[src/sv/scr_pkg.sv]
// scr_pkg: shared types and constants of the search result cache.
// Slot layout, write-port bundle, opcodes and register indexes.
// No dependencies.
`default_nettype none

package scr_pkg;

	// entry count must be a power of two: the slot index is the low key bits
	localparam int unsigned TABLE_ENTRIES = 65536;
	localparam int unsigned IDX_W = $clog2(TABLE_ENTRIES);

	localparam int unsigned KEY_W   = 64;
	localparam int unsigned MOVE_W  = 32;
	localparam int unsigned FLAG_W  = 8;
	localparam int unsigned DEPTH_W = 16;
	localparam int unsigned SCORE_W = 16;

	typedef logic [IDX_W-1:0] slot_idx_t;

	typedef struct packed {
		logic [KEY_W-1:0]          key;
		logic [MOVE_W-1:0]         move;
		logic [FLAG_W-1:0]         flag;
		logic signed [DEPTH_W-1:0] depth;
		logic signed [SCORE_W-1:0] score;
	} slot_entry_t;

	typedef struct packed {
		logic        en;
		slot_idx_t   idx;
		slot_entry_t data;
	} slot_wr_t;

	localparam slot_entry_t SLOT_RESET = '{
		key:   '0,
		move:  '0,
		flag:  '0,
		depth: -16'sd1,
		score: '0
	};

	localparam logic OP_STORE = 1'b0;
	localparam logic OP_PROBE = 1'b1;

	localparam logic REG_OLD_MARK_MASK = 1'b0;
	localparam logic REG_MISS_CODE     = 1'b1;

	localparam int unsigned PADDR_W = 3;
	localparam int unsigned PDATA_W = 32;

	localparam logic [FLAG_W-1:0] OLD_MARK_MASK_RESET = 8'd127;
	localparam logic [FLAG_W-1:0] MISS_CODE_RESET     = 8'd0;

endpackage

`default_nettype wire

[src/sv/scr_cfg_regs.sv]
// scr_cfg_regs: APB register file, old-mark mask and miss code.
// Writes complete in the access phase; pready is tied high.
// Depends on scr_pkg.
`default_nettype none

module scr_cfg_regs (
	input  wire                         clk,
	input  wire                         arst_n,
	input  wire                         psel,
	input  wire                         penable,
	input  wire                         pwrite,
	input  wire [scr_pkg::PADDR_W-1:0]  paddr,
	input  wire [scr_pkg::PDATA_W-1:0]  pwdata,
	output logic [scr_pkg::PDATA_W-1:0] prdata,
	output logic                        pready,
	output logic [scr_pkg::FLAG_W-1:0]  old_mark_mask,
	output logic [scr_pkg::FLAG_W-1:0]  miss_code
);
	import scr_pkg::*;

	logic [FLAG_W-1:0] old_mark_mask_q;
	logic [FLAG_W-1:0] miss_code_q;
	logic              reg_sel;
	logic              wr_en;

	assign pready  = 1'b1;
	assign reg_sel = paddr[2];
	assign wr_en   = psel && penable && pwrite;

	always_ff @(posedge clk or negedge arst_n) begin
		if (!arst_n) begin
			old_mark_mask_q <= OLD_MARK_MASK_RESET;
			miss_code_q     <= MISS_CODE_RESET;
		end else if (wr_en) begin
			unique case (reg_sel)
				REG_OLD_MARK_MASK: old_mark_mask_q <= pwdata[FLAG_W-1:0];
				REG_MISS_CODE:     miss_code_q     <= pwdata[FLAG_W-1:0];
				default:           ;
			endcase
		end
	end

	always_comb begin
		unique case (reg_sel)
			REG_OLD_MARK_MASK: prdata = PDATA_W'(old_mark_mask_q);
			REG_MISS_CODE:     prdata = PDATA_W'(miss_code_q);
			default:           prdata = '0;
		endcase
	end

	assign old_mark_mask = old_mark_mask_q;
	assign miss_code     = miss_code_q;

endmodule

`default_nettype wire

[config.mk]
export PLATFORM = sky130hd
export DESIGN_NAME = scr_cfg_regs
export DESIGN_NICKNAME = d
export VERILOG_FILES = /design/src/sv/scr_pkg.sv /design/src/sv/scr_cfg_regs.sv
export SDC_FILE = /design/constraint.sdc
export NUM_CORES = 1
export LEC_CHECK = 0
export BUFFER_PORTS_ARGS = -buffer_cell sky130_fd_sc_hd__buf_4
export CORE_MARGIN = 1
export CORE_UTILIZATION = 39
export CTS_BUF_LIST = sky130_fd_sc_hd__clkbuf_16
export CTS_CLUSTER_DIAMETER = 120
export DETAILED_ROUTE_END_ITERATION = 8
export MAX_ROUTING_LAYER = met4
export PLACE_DENSITY = 0.87
export SLEW_MARGIN = 20
export SYNTH_ARGS = -nofsm -noshare
export SYNTH_HDL_FRONTEND = slang
export SYNTH_SLANG_ARGS = --single-unit
[constraint.sdc]
create_clock -name clk -period 1.91 [get_ports clk]
set_input_delay 0.191 -clock clk [delete_from_list [all_inputs] [get_ports clk]]
set_output_delay 0.191 -clock clk [all_outputs]
set_load 0.005 [all_outputs]
==> results of run 1 <==
-- cell families after synthesis --
kind of cell / after synthesis / synth area share
other: 2 / 0.00807
muxes: 24 / 0.290
and+or+nand+nor: 2 / 0.0484
buffers and inverters: 26 / 0.214
DFF: 16 / 0.440
-- registers in the layout (all words and copies together) (netlist names) --
register       count
old_mark_mask      8
miss_code          8
-- final timing paths --
kind	from	endpoint	slack, ns
min	pwdata[0]	miss_code[0]$_DFFE_PN0P_	0.19
max reg2reg	miss_code[3]$_DFFE_PN0P_	miss_code[3]$_DFFE_PN0P_	1.13
min reg2reg	miss_code[1]$_DFFE_PN0P_	miss_code[1]$_DFFE_PN0P_	0.53
max in group asynchronous	arst_n	old_mark_mask[3]$_DFFE_PN1P_	1.32
min in group asynchronous	arst_n	miss_code[0]$_DFFE_PN0P_	0.35
max	miss_code[2]$_DFFE_PN0P_	prdata[2]	0.68
-- report_power, final --
part | switching, uW | internal [uW]
combinational | 117 | 243
sequential | 56.0 | 440
clock | 118 | 276
total | 292 | 959
-- repair_timing --
action                                  4_1_cts  5_1_grt
endpoints found under the setup margin        0        0
hold endpoints to repair                      9        0
buffers inserted                              0        0
hold buffers                                  1        0
-- layout make-up --
type | count | area (sq um) | share of cell area
well taps | 28 | 35.0 | 0.0287
repair buffers | 38 | 288 | 0.236
flip-flops and latches | 16 | 409 | 0.335
multi-input cells | 51 | 409 | 0.335
clock buffers | 3 | 75.1 | 0.0615
clock inverters | 1 | 3.75 | 0.00308
-- cell usage after synthesis, drive strengths merged --
library cell	count	share of area
dfstp	7	0.20
conb	2	0.0081
buf	26	0.21
nand4b	1	0.026
mux2	24	0.29
nand4	1	0.023
dfrtp	9	0.24
-- stage by stage --
step | util | cell area, sq um | worst slack, ns
3_5_place_dp | 0.506 | 1130 | 0.802
3_3_place_gp | 0.506 | 1130 | 0.812
6_report | 0.546 | 1220 | 0.682
4_1_cts | 0.546 | 1220 | 0.669
5_1_grt | 0.546 | 1220 | 0.649
2_1_floorplan | - | 1020 | 0.959
-- critical path, delay by kind of cell, from the launching register on --
family,cells,cell delay (ns)
mux,1,0.27
flops,1,0.39
buf+inv,1,0.13
-- routing by layer --
metal | wire length (um) | share of wire | track usage
met1 | 681 | 0.41 | 0.172
met2 | 837 | 0.51 | 0.242
met3 | 103 | 0.063 | 0.0268
met4 | 25 | 0.015 | 0.0694
met5 | 0 | 0 | -
==> results.cfg, run 1 <==
[timing]
holdWs_ns = 0.190
fin_skew_ns = 0
slew_violations = 0
finalSetupViolCount = 0
timing.setup.tns_ns = 0
min_period_over_period = 0.643
fmax_ghz = 0.814
fin_crit_ns = 1.23
rsz0062_at_grt = no
hold_violations = 0

[floorplan]
core_area_sq_um = 2230
start_util = 0.417
die-area_sq_um = 2590
rows = 17
fp.dieH_um = 50.9
ios = 89
die-width_um = 50.9

[flow_run]
maxCapViolCount = 0

[cts]
cts_buffers = 3
cts.sinks = 16
cts_buffer_depth = 2
post_cts_resized = 0
cts_tree = done
h-tree-depth = 1
clk_latency_ns = 0.24
clk_pin_slew_ns = 0.05
root_buffer = clkbuf_16

[synthesis]
ys_ff_latch = 16
synth_area_sq_um = 931
yosysSeqAreaShare = 0.440
syn_inst = 70
yosysUniqueCellTypes = 8
synth_area_per_cell_sq_um = 13.3
synth_warnings = 0

[global_routing]
antenna_found_initial = 0
track_usage = 0.146
overflow = 0
grt_pass1_vias = 553
grt_max_degree = 17
grt_pass1_wl_mm = 2.66

[power_and_ir_drop]
power.density_nw_per_um2 = 1030
irDropWorstVdd_mv = 0.895
p_leak_uw = 0.000613
power.total_uw = 1250

[worst_setup_path]
slowest_stage = dfrtp_1
worstPathCellList = mux2_2 > buf_4
ff2ff_path_depth = 1
critPathLaunchType = flop
arrival_ns = 1.04
worst-setup-path-type = flop to primary output
worstPathRequired_ns = 1.72
cp-end-kind = primary output
path_max_fanout = 3
slowest_delay_ns = 0.39

[routing]
drt.antenna.violating_nets = 0
first_pass_iters = 1
vias = 588
via_per_inst = 4.29
dr.first_iter.drc_count = 0
wl_per_cell_um = 12.0
drc_errors = 0
wl_mm = 1.65

[layout]
stdcell_count = 137
drive_gt1_frac = 0.670
area_delta_synth_final_pct = 31.0
fillers = 192
final_cell_mix = buf_4 (37), conb_1 (25), mux2_2 (24), dfrtp_1 (9), dfstp_2 (7)
final_net_count = 150
layout_commonest_cell = buf_4
diodes = 0

[outcome]
status = finished clean

[placed_design]
port-buffer-count = 37
placed_cells = 132
gp_congestion = 0.657
dp_hpwl_mm = 1.26

[hold_path]
hp-class = primary input to flop
whs_path_depth = 2
Power figures use the tool's default switching activity.
==> inputs of run 2 (changes only) <==
- CORE_UTILIZATION: 39 -> 32
- PLACE_DENSITY: 0.87 -> 0.77
- clock period: 1.91 -> 1.06 ns (I/O delays scaled with it)
==> results.cfg, run 2 (synthesis gave the netlist of run 1 again) <==
[layout]
area_delta_synth_final_pct = 54.8
layout_commonest_cell = buf_4
fillers = 261
drive_gt1_frac = 0.719
final_net_count = 169
final_cell_mix = buf_4 (43), conb_1 (25), mux2_2 (17), buf_6 (13), dfrtp_1 (9)
register_area_sq_um = 409
multiInputGateArea_sq_um = 435
diodes = 0

[cts]
clk_latency_ns = 0.24
root_buffer = clkbuf_16
h-tree-depth = 1
clk_pin_slew_ns = 0.05
cts_buffer_depth = 2
cts.sinks = 16
cts_tree = done
cts_buffers = 3

[floorplan]
die-area_sq_um = 3130
rows = 19
ios = 89
fp.dieH_um = 55.9
core_area_sq_um = 2760
die-width_um = 55.9
start_util = 0.338

[power_and_ir_drop]
switchingPower_uw = 594
irDropWorstVdd_mv = 1.06
p_clk_frac = 0.272
power.density_nw_per_um2 = 1810
p_int_uw = 2010
power.share.switching = 0.228
combPwrFrac = 0.395
power.total_uw = 2600
p_leak_uw = 0.000745
p_seq_frac = 0.334

[global_routing]
grt_pass1_vias = 660
antenna_found_initial = 0
overflow = 0
grt_pass1_wl_mm = 3.09
track_usage = 0.127
grt_max_degree = 17

[routing]
drt.antenna.violating_nets = 0
wl_mm = 1.85
drc_errors = 0
via_per_inst = 4.21
wl_per_cell_um = 11.6
first_pass_iters = 2
dr.first_iter.drc_count = 5
vias = 670

[timing]
holdWs_ns = 0.108
rsz0062_at_grt = yes
fin_crit_ns = 1.11
fin_skew_ns = 0
hold_violations = 0
slew_violations = 0
finalSetupViolCount = 14
fmax_ghz = 0.903
fin_ws_ns = -0.0480
min_period_over_period = 1.05

[worst_setup_path]
cp-end-kind = primary output
arrival_ns = 1.00
path_max_fanout = 2
worstPathRequired_ns = 0.95
worst-setup-path-type = flop to primary output
critPathLaunchType = flop

[outcome]
violations = setup timing
status = complete, but fails checks

[hold_path]
hp-class = primary input to flop

[placed_design]
dp_hpwl_mm = 1.32
gp_congestion = 0.671
port-buffer-count = 37

[flow_run]
maxCapViolCount = 0
==> run 2: changes by cell type in the layout (fill, tap and decap cells not counted), sizes merged <==
| cell | previous run | this run |
|---|---|---|
| buf | 37 | 56 |
| clkinv | 0 | 1 |
| inv | 1 | 0 |
==> run 2: path summary, 6_finish.rpt <==
check / from / endpoint / slack [ns] / depth (start not counted)
hold / removal: pwdata[2] / miss_code[2]$_DFFE_PN0P_ / 0.11 / 2
max in group asynchronous: arst_n / old_mark_mask[5]$_DFFE_PN1P_ / 0.55 / 2
setup reg to reg: miss_code[7]$_DFFE_PN0P_ / miss_code[7]$_DFFE_PN0P_ / 0.08 / 3
hold reg to reg: miss_code[4]$_DFFE_PN0P_ / miss_code[4]$_DFFE_PN0P_ / 0.53 / 1
min in group asynchronous: arst_n / miss_code[3]$_DFFE_PN0P_ / 0.27 / 2
setup / recovery: miss_code[1]$_DFFE_PN0P_ / prdata[1] / -0.05 / 2
==> run 2: layer usage <==
metal,vias to the layer above,share of wire,global-route usage
met5,-,0,-
met4,0,0.0033,0.0209
met3,2,0.073,0.0163
met2,41,0.51,0.217
met1,324,0.42,0.166
li1,303,-,-
==> run 2: layout make-up <==
cell class	instances	area share
well taps	31	0.0269
clock buffers	3	0.0521
clock inverters	1	0.00260
multi-input cells	51	0.302
flip-flops and latches	16	0.284
repair buffers	57	0.332
==> run 2: critical path, stage by stage, from the launching register on <==
cell,delay (ns)
dfrtp_1,0.38
mux2_4,0.27
buf_6,0.11
==> run 2: power groups by stage <==
stage               registers (uW)  clock network (uW)  logic (uW)
finish                         869                 707        1030
global route                   886                 760        1110
CTS                            867                 732         936
detailed placement             899                   0         667
global placement               881                   0         649
floorplan                      893                   0         315
==> run 2: what timing repair did <==
item | in CTS | in global routing
resized for setup | 12 | 8
hold buffers | 1 | 0
endpoints found under the setup margin | 8 | 13
setup buffers | 13 | 4
endpoints found under the hold margin | 16 | 0
==> run 2: stage by stage <==
stage	TNS (ns)	area, sq um	setup WS, ns	cells	utilization
final	-0.388	1440	-0.0480	159	0.523
after global routing	-0.799	1440	-0.0795	159	0.523
after CTS	-0.463	1380	-0.0596	155	0.501
after detailed placement	0	1150	0.0767	137	0.417
after global placement	0	1150	0.0716	137	0.417
after floorplan	0	1020	0.194	93	-
