==> src/sv/scr_pkg.sv <==
// scr_pkg: shared types and constants of the search result cache.
// Slot layout, write-port bundle, opcodes and register indexes.
// No dependencies.
`default_nettype none

package scr_pkg;

	// entry count must be a power of two: the slot index is the low key bits
	localparam int unsigned TABLE_ENTRIES = 65536;
	localparam int unsigned IDX_W = $clog2(TABLE_ENTRIES);

	localparam int unsigned KEY_W   = 64;
	localparam int unsigned MOVE_W  = 32;
	localparam int unsigned FLAG_W  = 8;
	localparam int unsigned DEPTH_W = 16;
	localparam int unsigned SCORE_W = 16;

	typedef logic [IDX_W-1:0] slot_idx_t;

	typedef struct packed {
		logic [KEY_W-1:0]          key;
		logic [MOVE_W-1:0]         move;
		logic [FLAG_W-1:0]         flag;
		logic signed [DEPTH_W-1:0] depth;
		logic signed [SCORE_W-1:0] score;
	} slot_entry_t;

	typedef struct packed {
		logic        en;
		slot_idx_t   idx;
		slot_entry_t data;
	} slot_wr_t;

	localparam slot_entry_t SLOT_RESET = '{
		key:   '0,
		move:  '0,
		flag:  '0,
		depth: -16'sd1,
		score: '0
	};

	localparam logic OP_STORE = 1'b0;
	localparam logic OP_PROBE = 1'b1;

	localparam logic REG_OLD_MARK_MASK = 1'b0;
	localparam logic REG_MISS_CODE     = 1'b1;

	localparam int unsigned PADDR_W = 3;
	localparam int unsigned PDATA_W = 32;

	localparam logic [FLAG_W-1:0] OLD_MARK_MASK_RESET = 8'd127;
	localparam logic [FLAG_W-1:0] MISS_CODE_RESET     = 8'd0;

endpackage

`default_nettype wire

==> src/sv/scr_slot_pipe.sv <==
// scr_slot_pipe: read-modify-write stage over the slot memory.
// Forwards the last write, decides replacement and probe hits, holds the response.
// Depends on scr_pkg.
`default_nettype none

module scr_slot_pipe (
	input  wire                          clk,
	input  wire                          arst_n,
	input  wire                          accept,
	input  wire [0:0]                    opcode,
	input  wire [scr_pkg::KEY_W-1:0]     position_key,
	input  wire [scr_pkg::MOVE_W-1:0]    best_move,
	input  wire signed [scr_pkg::DEPTH_W-1:0] search_depth,
	input  wire [scr_pkg::FLAG_W-1:0]    bound_flag,
	input  wire signed [scr_pkg::SCORE_W-1:0] score_value,
	input  scr_pkg::slot_entry_t         rd_data,
	input  wire [scr_pkg::FLAG_W-1:0]    old_mark_mask,
	input  wire [scr_pkg::FLAG_W-1:0]    miss_code,
	input  wire                          rsp_stall,
	output scr_pkg::slot_wr_t            wr,
	output logic                         hold,
	output logic                         rsp_valid,
	output logic [scr_pkg::FLAG_W-1:0]   probe_flag
);
	import scr_pkg::*;

	logic                      valid_s1;
	logic                      op_s1;
	logic [KEY_W-1:0]          key_s1;
	logic [MOVE_W-1:0]         move_s1;
	logic signed [DEPTH_W-1:0] depth_s1;
	logic [FLAG_W-1:0]         flag_s1;
	logic signed [SCORE_W-1:0] score_s1;

	logic                      fwd_valid_q;
	slot_idx_t                 fwd_idx_q;
	slot_entry_t               fwd_data_q;

	logic                      rsp_valid_q;
	logic [FLAG_W-1:0]         probe_flag_q;

	slot_idx_t                 idx_s1;
	slot_entry_t               cur;
	slot_entry_t               next_entry;
	logic                      wins;
	logic                      hit;
	logic                      go;

	assign idx_s1 = key_s1[IDX_W-1:0];
	assign cur    = (fwd_valid_q && fwd_idx_q == idx_s1) ? fwd_data_q : rd_data;

	assign wins = (flag_s1 > cur.flag) || (flag_s1 == cur.flag && depth_s1 >= cur.depth);
	assign hit  = (cur.key == key_s1) && (cur.depth >= depth_s1);

	assign hold = valid_s1 && op_s1 == OP_PROBE && rsp_valid_q && rsp_stall;
	assign go   = valid_s1 && !hold;

	always_comb begin
		next_entry = cur;
		if (wins) begin
			next_entry.key   = key_s1;
			next_entry.move  = move_s1;
			next_entry.flag  = flag_s1;
			next_entry.depth = depth_s1;
			next_entry.score = score_s1;
		end else begin
			next_entry.flag = cur.flag & old_mark_mask;
		end
	end

	assign wr.en   = go && op_s1 == OP_STORE;
	assign wr.idx  = idx_s1;
	assign wr.data = next_entry;

	always_ff @(posedge clk) begin
		if (accept) begin
			op_s1    <= opcode[0];
			key_s1   <= position_key;
			move_s1  <= best_move;
			depth_s1 <= search_depth;
			flag_s1  <= bound_flag;
			score_s1 <= score_value;
		end
		if (wr.en) begin
			fwd_idx_q  <= idx_s1;
			fwd_data_q <= next_entry;
		end
		if (go && op_s1 == OP_PROBE) begin
			probe_flag_q <= hit ? cur.flag : miss_code;
		end
	end

	always_ff @(posedge clk or negedge arst_n) begin
		if (!arst_n) begin
			valid_s1    <= 1'b0;
			fwd_valid_q <= 1'b0;
			rsp_valid_q <= 1'b0;
		end else begin
			if (accept) begin
				valid_s1 <= 1'b1;
			end else if (go) begin
				valid_s1 <= 1'b0;
			end
			if (wr.en) begin
				fwd_valid_q <= 1'b1;
			end
			if (go && op_s1 == OP_PROBE) begin
				rsp_valid_q <= 1'b1;
			end else if (!rsp_stall) begin
				rsp_valid_q <= 1'b0;
			end
		end
	end

	assign rsp_valid  = rsp_valid_q;
	assign probe_flag = probe_flag_q;

endmodule

`default_nettype wire

==> config.mk <==
export PLATFORM = sky130hd
export DESIGN_NAME = scr_slot_pipe
export DESIGN_NICKNAME = d
export VERILOG_FILES = /design/src/sv/scr_pkg.sv /design/src/sv/scr_slot_pipe.sv
export SDC_FILE = /design/constraint.sdc
export NUM_CORES = 1
export LEC_CHECK = 0
export BUFFER_PORTS_ARGS = -buffer_cell sky130_fd_sc_hd__buf_2
export CAP_MARGIN = 20
export CORE_MARGIN = 8
export CORE_UTILIZATION = 40
export DETAILED_ROUTE_END_ITERATION = 6
export GPL_ROUTABILITY_DRIVEN = 1
export PLACE_DENSITY = 0.62
export RECOVER_POWER = 100
export SYNTH_ARGS = -nofsm -noshare
export SYNTH_HDL_FRONTEND = slang
export SYNTH_SLANG_ARGS = --single-unit
==> constraint.sdc <==
create_clock -name clk -period 10.75 [get_ports clk]
set_input_delay 1.075 -clock clk [delete_from_list [all_inputs] [get_ports clk]]
set_output_delay 1.075 -clock clk [all_outputs]
set_load 0.02 [all_outputs]
==> results of run 1 <==
-- routing by layer --
metal	part of all wire (%)	vias up
li1	-	5352
met1	40	5537
met2	48	551
met3	9.0	91
met4	2.9	18
met5	0.22	-
-- synthesized netlist by cell type, types with 3 or more instances --
master,n
edfxtp_1,297
nand2_1,172
nor2_1,135
a21oi_1,78
inv_1,75
a31oi_1,69
mux2i_1,52
clkbuf_1,48
xnor2_1,39
xor2_1,33
ha_1,24
nand3_1,20
buf_4,17
nand2b_1,17
o21ai_0,17
nand4_1,15
o22ai_1,15
nor4_1,14
nor3_1,11
a21o_1,9
a22o_1,9
nor2b_1,9
o2bb2ai_1,9
mux2_2,8
o2111ai_1,7
buf_2,6
nor4_2,5
a2111o_1,3
and2_1,3
dfrtp_1,3
o21a_1,3
o221ai_1,3
-- stage by stage --
step           cells  setup slack (ps)  total power, mW
4_1_cts         2155              3432            3.421
3_3_place_gp    2091              4081            2.116
2_1_floorplan   1240              2315            1.847
5_1_grt         2157              1842            3.497
6_report        2160              2335            3.369
3_5_place_dp    2091              3982            2.122
-- worst max-delay path by stage --
stage	startpoint	slack, ps	end
after floorplan	op_s1$_DFFE_PP_	2310	wr[152]
after global placement	key_s1[4]$_DFFE_PP_	4080	wr[74]
after detailed placement	key_s1[8]$_DFFE_PP_	3980	wr[49]
after CTS	key_s1[4]$_DFFE_PP_	3430	wr[49]
after global routing	key_s1[2]$_DFFE_PP_	1840	wr[82]
final	key_s1[2]$_DFFE_PP_	2330	wr[81]
-- final cells by class --
type                    instances  area share, %
flip-flops and latches        300          50.00
multi-input cells             792          26.38
repair buffers                463          11.83
clock buffers                  48          5.433
well taps                     461          3.207
inverters                      75          1.565
clock inverters                16          1.516
diodes                          5        0.06956
-- power breakdown --
| group | internal, mW | switching [mW] | leakage, nW |
|---|---|---|---|
| registers | 1.42 | 0.0600 | 2.87 |
| clock network | 0.811 | 0.483 | 0.609 |
| logic | 0.176 | 0.420 | 3.50 |
| total | 2.41 | 0.963 | 6.97 |
-- kinds of logic (layout without fill, tap and decap cells) --
kind of cell	Yosys count	after routing	synth area share [%]
xor gates and xnor gates	72	72	4.382
DFF	300	300	62.49
buffers and inverters	148	602	4.460
muxes	60	60	4.243
adders and majority gates	24	24	2.087
and+or+nand+nor	406	406	12.32
AOI/OAI and AO/OA	230	230	10.02
other	0	5	0
-- sequential cells by signal, summed over array words and instances (netlist names), 8 cells and up --
register and cells:
fwd_data_q 136, key_s1 64, move_s1 32, depth_s1 16, fwd_idx_q 16, score_s1 16, flag_s1 8, probe_flag 8
-- critical path: stages, from the launching register on --
cell and delay [ps]:
edfxtp_1 320, clkbuf_1 530, xor2_1 140, nor4_1 320
and3b_1 370, nand2_1 710, buf_4 640, nand2_1 190
nand2_1 70, ha_1 300, nand4_1 150, nor4_1 390
o21ai_0 140, o2111ai_1 120, mux2i_1 130, o41ai_1 650
buf_12 620, nor2_1 70, a31oi_1 250, clkbuf_1 440
==> impl_metrics.json, run 1 <==
{
  "met3_usage_pct": 6.502,
  "endpoint_kind": "primary output",
  "critPathRequiredTime_ps": 9680,
  "timing.hold.ws_ps": 375.6,
  "fin_nets": 1985,
  "use_met2_pct": 37.88,
  "worst_slew_pin_slew_ps": 4967,
  "cts_hold_buffers": 0,
  "syn-cell-area_um2": 14390,
  "synth_area_leaders": "edfxtp_1 62%, nand2_1 4.5%, mux2i_1 3.6%",
  "synth_area_per_cell_um2": 11.61,
  "r2r-end": "probe_flag[4]$_DFFE_PP_",
  "multiInputGateArea_um2": 4746,
  "drt_iter0_drc": 835,
  "die_w_um": 205.7,
  "antenna_found_initial": 12,
  "dpl_cell_area_um2": 17000,
  "hold_path_class": "in2async",
  "cts_setup_buffers": 0,
  "io_pins": 456,
  "final-seq-area_um2": 8994,
  "finalSetupViolCount": 0,
  "rr_worst_depth": 12,
  "chipHeight_um": 205.7,
  "critical_path.max_fanout": 200,
  "fin_crit_ps": 8415,
  "grtUsageMet1_pct": 28.42,
  "grt_max_degree": 201,
  "reg2reg_from": "key_s1[2]$_DFFE_PP_",
  "critPathArrivalTime_ps": 7340,
  "ff2ff_setup_slack_ps": 3590,
  "ys_warn_count": 0,
  "grt_usage_pct": 22.77,
  "fill_cells": 3347,
  "rsz0062_at_grt": "false",
  "post-route-util_pct": 50.69,
  "clock_sinks": 300,
  "cts_tree": "done",
  "synth_edf_count": 297,
  "htree_levels": 2,
  "post_cts_resized": 0,
  "synthArstFlopShare_pct": 1.000,
  "tns_ps": 0,
  "yosys.area.top_type_share_pct": 61.97,
  "grt_pass1_vias": 11740,
  "violations": "max-capacitance violations, max-slew violations",
  "status": "finished with violations",
  "synth_cell_types": 43,
  "final_area_um2": 17990,
  "fin_skew_ps": 16.60,
  "grt_pass1_wl_mm": 72.91,
  "leakagePower_nw": 6.972,
  "drv_slew": 176,
  "fmax_ghz": 0.1188,
  "wl_per_cell_um": 23.39,
  "wl_mm": 50.52,
  "clock_latency_ps": 510,
  "core-area_um2": 35480,
  "slew_headroom_pct": -231.1,
  "ys_seq_area_share_pct": 62.49,
  "vias": 11550,
  "fp.dieArea_um2": 42300,
  "path_class": "reg2out",
  "area_delta_synth_final_pct": 24.99,
  "cts-root-buf": "clkbuf_16",
  "hpwl_mm": 37.96,
  "cts_buffer_depth": 3,
  "finalCritPeriodShare_pct": 78.28,
  "via_per_inst": 5.347,
  "drc": 0,
  "synth_seq_cells": 300,
  "yosysTopAreaCell": "edfxtp_1",
  "grt.busiest_layer": "met2",
  "final_cell_mix": "297 x edfxtp_1, 276 x buf_2, 192 x clkbuf_1",
  "syn_nets": 1557,
  "cts_buffers": 36,
  "clkTransAtPathRegs_ps": 60,
  "max_cap_violations": 3,
  "hold_viol": 0,
  "final_common_cell": "edfxtp_1",
  "gr-total-overflow": 0,
  "synth_flop_cell": "edfxtp_1",
  "netlist_instances": 1240,
  "dr.pass1.iters": 5,
  "rows": 69,
  "p_per_area_nw_per_um2": 187.3,
  "vdd_drop_max_uv": 127.1,
  "postRouteAntennaNets": 0,
  "initial_core_util_pct": 40.56,
  "portBuffers": 455,
  "gp_congestion": 0.9017,
  "drive_above_1_share_pct": 20.60,
  "start_kind": "register"
}
No activity file was read; power rests on OpenSTA's default activity.
==> run 2: changes to the inputs <==
clock period = 8.6 ns   (was 10.75 ns; I/O delays follow)
==> run 2 against run 1 <==
Count of clock-buffer cells in the layout rose by 2. Highest routed layer unchanged. Sequential power rose by 25%. The run still ends with max-capacitance violations, max-slew violations left. Die area did not move.
==> impl_metrics.json, run 2 (same netlist as run 1, synthesis figures left out) <==
{
  "status": "finished with violations",
  "violations": "max-capacitance violations, max-slew violations",
  "hold_viol": 0,
  "cts_tree": "done",
  "total_power_mw": 4.152,
  "final_common_cell": "edfxtp_1",
  "fin_skew_ps": 25.25,
  "path_class": "reg2out",
  "rsz0062_at_grt": "false",
  "antenna_found_initial": 13,
  "area_delta_synth_final_pct": 24.76,
  "fill_cells": 3339,
  "reg.largest.list": "fwd_data_q: 136 flops, key_s1: 64 flops, move_s1: 32 flops",
  "worst_slew_pin_slew_ps": 4432,
  "fin_crit_ps": 7734,
  "finalCritPeriodShare_pct": 89.93,
  "critPathArrivalTime_ps": 6870,
  "grt_pass1_vias": 11870,
  "p_per_area_nw_per_um2": 231.2,
  "dr.pass1.iters": 5,
  "dp.cells": 2089,
  "clock_latency_ps": 560,
  "cts_buffers": 38,
  "cpPeakStageDelay_ps": 870,
  "largest-register": "fwd_data_q",
  "slew_headroom_pct": -195.5,
  "drv_slew": 275,
  "die_w_um": 205.7,
  "postRouteAntennaNets": 0,
  "io_pins": 456,
  "gr-total-overflow": 0,
  "fin_nets": 1986,
  "dpl_cell_area_um2": 17000,
  "vdd_drop_max_uv": 177.1,
  "fin_ws_ps": 866.3,
  "drc": 0,
  "clkTransAtPathRegs_ps": 60,
  "hold_path_class": "in2async",
  "htree_levels": 2,
  "fin_cells": 2165,
  "fmax_ghz": 0.1293,
  "cts_setup_buffers": 0,
  "wl_per_cell_um": 23.20,
  "clock_sinks": 300,
  "start_kind": "register",
  "final_cell_mix": "297 x edfxtp_1, 275 x buf_2, 193 x clkbuf_1",
  "portBuffers": 455,
  "cts_hold_buffers": 0,
  "hpwl_mm": 37.32,
  "chipHeight_um": 205.7,
  "max_cap_violations": 3,
  "post-place-ws_ps": 1869,
  "grt_max_degree": 157,
  "final_area_um2": 17950,
  "via_per_inst": 5.339,
  "finalSetupViolCount": 0,
  "tns_ps": 0,
  "largest_register_ffs": 136,
  "grt_usage_pct": 22.85,
  "critical_path.max_fanout": 156,
  "grt_pass1_wl_mm": 72.82,
  "path_buf_inv": 2,
  "cp_slowest_cell": "o41ai_1",
  "drive_above_1_share_pct": 20.68,
  "leakagePower_nw": 6.971,
  "post_cts_resized": 0,
  "drt_iter0_drc": 757,
  "wl_mm": 50.22,
  "fp.dieArea_um2": 42300,
  "initial_core_util_pct": 40.56,
  "critPathRequiredTime_ps": 7740,
  "vias": 11560,
  "endpoint_kind": "primary output",
  "cts_buffer_depth": 3,
  "gp_congestion": 0.8652,
  "cts-root-buf": "clkbuf_16",
  "cp_cell_sequence": "xnor2_1 -> nand3_1 -> and3b_1 -> nand2_4 -> nand2_1 -> nand2_1 -> ha_1 -> nand4_1 -> nor4_1 -> o21ai_0 -> o2111ai_1 -> mux2i_1 -> o41ai_1 -> buf_12 -> nor2_1 -> a21oi_1 -> clkbuf_1",
  "rows": 69,
  "core-area_um2": 35480,
  "cp_common_cell": "nand2_1",
  "path_delay_family": "simple AND/OR/NAND/NOR gates"
}
[run 2: layout make-up]
cell class | count | area, um2 | area share (%)
repair buffers | 462 | 2116 | 11.78
multi-input cells | 792 | 4767 | 26.55
inverters | 75 | 281.5 | 1.568
diodes | 7 | 17.52 | 0.09756
clock buffers | 50 | 1016 | 5.659
flip-flops and latches | 300 | 8994 | 50.09
clock inverters | 18 | 186.4 | 1.038
well taps | 461 | 576.8 | 3.213
[run 2: path summary, 6_finish.rpt]
kind                                            endpoint  slack, ps  cells after the start               startpoint
worst max-delay path                              wr[74]        870                     17      key_s1[3]$_DFFE_PP_
worst min-delay path               rsp_valid$_DFFE_PN0P_        110                      1                   arst_n
worst max register to register  fwd_data_q[74]$_DFFE_PP_       2340                     16      key_s1[3]$_DFFE_PP_
worst min register to register   fwd_valid_q$_DFFE_PN0P_        460                      1  fwd_valid_q$_DFFE_PN0P_
max in group asynchronous        fwd_valid_q$_DFFE_PN0P_       8340                      1                   arst_n
min in group clk                 fwd_valid_q$_DFFE_PN0P_        460                      1  fwd_valid_q$_DFFE_PN0P_
[run 2: through the flow]
| step | util, % | hold slack (ps) |
|---|---|---|
| detailed placement | 47.91 | 449.3 |
| floorplan | - | 430.1 |
| global route | 50.58 | 91.23 |
| global placement | 47.91 | 444.6 |
| CTS | 51.30 | 69.68 |
| finish | 50.60 | 112.9 |
[run 2: layer usage]
metal	GRT usage (%)	wire (um)	part of all wire, %	up-vias
met5	0	100	0.20	-
met2	38.10	24060	48	595
li1	-	-	-	5351
met1	27.51	19060	38	5502
met3	8.155	5694	11	94
met4	6.689	1309	2.6	16
[run 2: worst reg2reg max path, stage by stage (launching register included)]
cell and delay, ps:
edfxtp_1 500, xnor2_1 240, nand3_1 460, and3b_1 530, nand2_4 520, nand2_1 480
nand2_1 80, ha_1 300, nand4_1 150, nor4_1 370, o21ai_0 150, o2111ai_1 120
mux2i_1 120, o41ai_1 870, buf_12 500, nor2_1 300, a21oi_1 320
[run 2: where the power goes]
group	switching [mW]	internal (mW)	total [mW]
Sequential	0.0741	1.78	1.85
Combinational	0.523	0.220	0.744
Clock	0.628	0.927	1.55
Total	1.23	2.93	4.15
